<file path="src/design/sha512_ram.sv">
// sha512_ram: generic simple dual-port ram, one write and one registered read port
// storage for the block buffer and the hash value; no dependencies
`timescale 1ns / 1ps
`default_nettype none

module sha512_ram #(
    parameter int WIDTH = 64,
    parameter int DEPTH = 16
) (
    input  wire logic                     clk,
    input  wire logic                     wr_en,
    input  wire logic [$clog2(DEPTH)-1:0] wr_addr,
    input  wire logic [WIDTH-1:0]         wr_data,
    input  wire logic [$clog2(DEPTH)-1:0] rd_addr,
    output logic      [WIDTH-1:0]         rd_data
);

    logic [WIDTH-1:0] mem [DEPTH];

    always_ff @(posedge clk)
    begin
        if (wr_en)
            mem[wr_addr] <= wr_data;
        rd_data <= mem[rd_addr];
    end

endmodule

`default_nettype wire

</file>
<file path="config.mk">
export PLATFORM = sky130hd
export DESIGN_NAME = sha512_ram
export DESIGN_NICKNAME = d
export VERILOG_FILES = /design/src/design/sha512_ram.sv
export SDC_FILE = /design/constraint.sdc
export NUM_CORES = 1
export LEC_CHECK = 0
export BUFFER_PORTS_ARGS = -buffer_cell sky130_fd_sc_hd__buf_2
export CORE_UTILIZATION = 60
export CTS_CLUSTER_DIAMETER = 100
export DETAILED_ROUTE_END_ITERATION = 10
export GPL_TIMING_DRIVEN = 0
export PLACE_DENSITY = 0.77
export SYNTH_ARGS = -nofsm -noshare
export SYNTH_HDL_FRONTEND = slang
export SYNTH_SLANG_ARGS = --single-unit
</file>
<file path="constraint.sdc">
create_clock -name clk -period 18 [get_ports clk]
set_clock_uncertainty 0.2 [all_clocks]
set_input_delay 3.6 -clock clk [delete_from_list [all_inputs] [get_ports clk]]
set_output_delay 3.6 -clock clk [all_outputs]
set_load 0.02 [all_outputs]
</file>
==> metrics.yaml <==
reg2reg_setup_slack_ns: 16.26
rsz0062_at_grt: "no"
clk_pin_slew_worst_paths_ns: 0.06
p_total_mw: 5.34
gp_congestion: 0.712
fp.dieH_um: 259
crit_slowest_cell: "nor3_2"
drive_above_1_share_pct: 32.4
synth_area_mm2: 0.0396
grt_first_pass_wirelength_um: 134000
core.rowCount: 93
wl_per_cell_um: 32.1
status: "finished clean"
clock_latency_ns: 0.66
power_density_mw_per_mm2: 116
root_buffer: "clkbuf_16"
holdWs_ns: 0.470
reg2reg_to: "rd_data[27]$_DFF_P_"
ys_ff_latch: 1088
path_cells: "buf_2, or3b_2, nor3_2, buf_6, buf_6, buf_8, buf_8"
final-setup-viol-count: 0
syn_to_final_growth_pct: 16.3
dr.pass1.iters: 5
cp_max_fo: 9
ys.warnings.count: 0
slew_violations: 0
leakagePower_nw: 15.0
cpPeakStageDelay_ns: 0.64
clockBufferDepth: 3
ir_drop_mv: 0.0970
power_switching_mw: 1.12
worst-path-stages: 7
yosys.area.top_type: "edfxtp_1"
grt_usage_pct: 28.4
antenna_found_initial: 17
cts_inserted_buffers: 103
slew_headroom_pct: 21.2
worstHoldPathCells: 3
synthesis.nets: 1721
wirelength_um: 93300
synth_edf_count: 1024
yosys-top-cells-area: "edfxtp_1 78%, mux4_2 15%, dfxtp_1 3.2%, a22oi_1 2.4%, nand2_1 0.62%"
min_path_type: "reg -> reg"
vias: 19400
initial_utilization_pct: 61.1
p_int_mw: 4.22
arrival_ns: 5.76
fin_cells: 2904
seq_power_share_pct: 53.4
grt_max_degree: 24
nets: 2028
drt.antenna.violating_nets: 0
async_flop_share_pct: 0
holdCritStartpoint: "mem[14][42]$_DFFE_PP_"
avgSynthCellArea_um2: 24.0
synth_cell_types: 18
r2r_start: "mem[3][27]$_DFFE_PP_"
swShare_pct: 20.9
timing.final.hold_violations: 0
grt_pass1_vias: 20000
core_mm2: 0.0648
comb_power_share_pct: 5.3
ctsHoldBuffers: 0
drtIter0Drc: 2475
end_kind: "flip-flop"
fillCellCount: 3542
path_delay_family: "simple AND/OR/NAND/NOR gates"
yosys.cell_count.top_type: "edfxtp_1"
required_ns: 18.15
design_area_mm2: 0.0460
cts_setup_buffers: 0
finalSetupTns_ns: 0
r2r_cells: 3
finalCriticalPeriod_ns: 5.62
startpoint_type: "input pin"
crit_type: "in -> reg"
yosysSeqAreaShare_pct: 80.9
numPortBuffers: 135
cts_resized: 0
cts_tree: "built"
die_x_um: 259
synth_common_cells: "1024 x edfxtp_1, 256 x mux4_2, 128 x a22oi_1"
post-route-period-util_pct: 31.2
dp_hpwl_um: 53900
grt_overflow: 0
placed_cell_area_mm2: 0.0426
netlist_instances: 1647
die-area_mm2: 0.0670
critical_path_buf_inv_count: 5
h-tree-depth: 3
ys.flop_type: "edfxtp_1"
fmaxAchievable_mhz: 178
clkPwrFrac_pct: 41.3
maxCapViolations: 0
cts_sinks: 1088
routed_via_density: 6.69
dp_cells: 2704
pin_count: 138
drcViolationCount: 0
min_to: "rd_data[42]$_DFF_P_"
worst_pin_slew_ns: 1.18
synth_top_cell_area_share_pct: 77.7
[stage by stage]
step / util, % / setup WS (ns)
2_1_floorplan: - / 8.77
3_3_place_gp: 63.8 / 3.83
3_5_place_dp: 65.7 / 11.82
4_1_cts: 71.0 / 12.45
5_1_grt: 71.0 / 12.42
6_report: 71.0 / 12.39
[cells in the final DEF (no fill, tap or decap), types with 2 or more instances in the layout]
master,Yosys,final
mux4_2,256,256
buf_12,0,26
inv_6,0,2
buf_4,6,8
nand2_1,65,65
buf_16,0,9
clkbuf_16,0,105
clkbuf_1,36,63
nand2b_1,2,2
bufinv_16,0,12
buf_6,13,40
buf_8,0,3
clkbuf_8,0,9
buf_2,13,148
nor2b_1,2,2
clkinv_2,0,20
dfxtp_1,64,64
clkinv_1,0,13
edfxtp_1,1024,1024
nor3_2,0,4
buf_1,16,16
diode_2,0,6
a22oi_1,128,128
nor2_4,0,12
clkinvlp_4,0,2
nand3b_1,2,2
clkinv_4,0,3
[routing by layer]
layer	part of all wire (%)	GRT usage, %	vias to the layer above	wire [um]
met5	0.11	0	-	105
met4	3.7	11.9	16	3470
met3	9.8	5.82	258	9110
met2	51	47.1	1252	47500
met1	36	37.2	10200	33100
li1	-	-	7696	-
[kinds of logic after synthesis]
kind of cell           share of synthesized area (%)
DFF                                             80.9
muxes                                           14.6
AOI/OAI and AO/OA                               2.43
and+or+nand+nor                                0.942
buffers and inverters                           1.14
[power groups by stage]
stage               clock, mW  combinational [mW]  sequential [mW]
floorplan                   0               0.135             2.92
global placement            0               0.258             2.90
detailed placement          0               0.279             2.90
CTS                      2.22               0.285             2.85
global route             2.32               0.298             2.85
finish                   2.20               0.284             2.85
[registers in the layout, summed over array words and instances (netlist names)]
signal,cells
mem,1024
rd_data,64
[cell type report]
class | instances | area (um^2) | share of cell area (%)
buffer | 84 | 452 | 0.981
multi-input combinational | 475 | 7210 | 15.7
clock buffer | 141 | 2850 | 6.20
timing repair buffer | 202 | 1810 | 3.93
tap | 855 | 1070 | 2.32
sequential | 1088 | 32000 | 69.6
clock inverter | 53 | 588 | 1.28
antenna | 6 | 15.0 | 0.0326
[worst max path at each step]
stage | start | endpoint | slack, ns
3_3_place_gp | wr_addr[2] | mem[0][11]$_DFFE_PP_ | 3.83
2_1_floorplan | wr_addr[2] | mem[0][0]$_DFFE_PP_ | 8.77
6_report | wr_addr[2] | mem[0][53]$_DFFE_PP_ | 12.39
4_1_cts | wr_addr[2] | mem[0][53]$_DFFE_PP_ | 12.45
5_1_grt | wr_addr[2] | mem[0][53]$_DFFE_PP_ | 12.42
3_5_place_dp | wr_addr[2] | mem[0][53]$_DFFE_PP_ | 11.82
[worst min-delay path, cell delays in order (launching register included)]
cell      delay, ns
edfxtp_1       0.31
mux4_2         0.22
a22oi_1        0.06
nand2_1        0.06
Note: power is estimated with default switching activity, not from simulation.
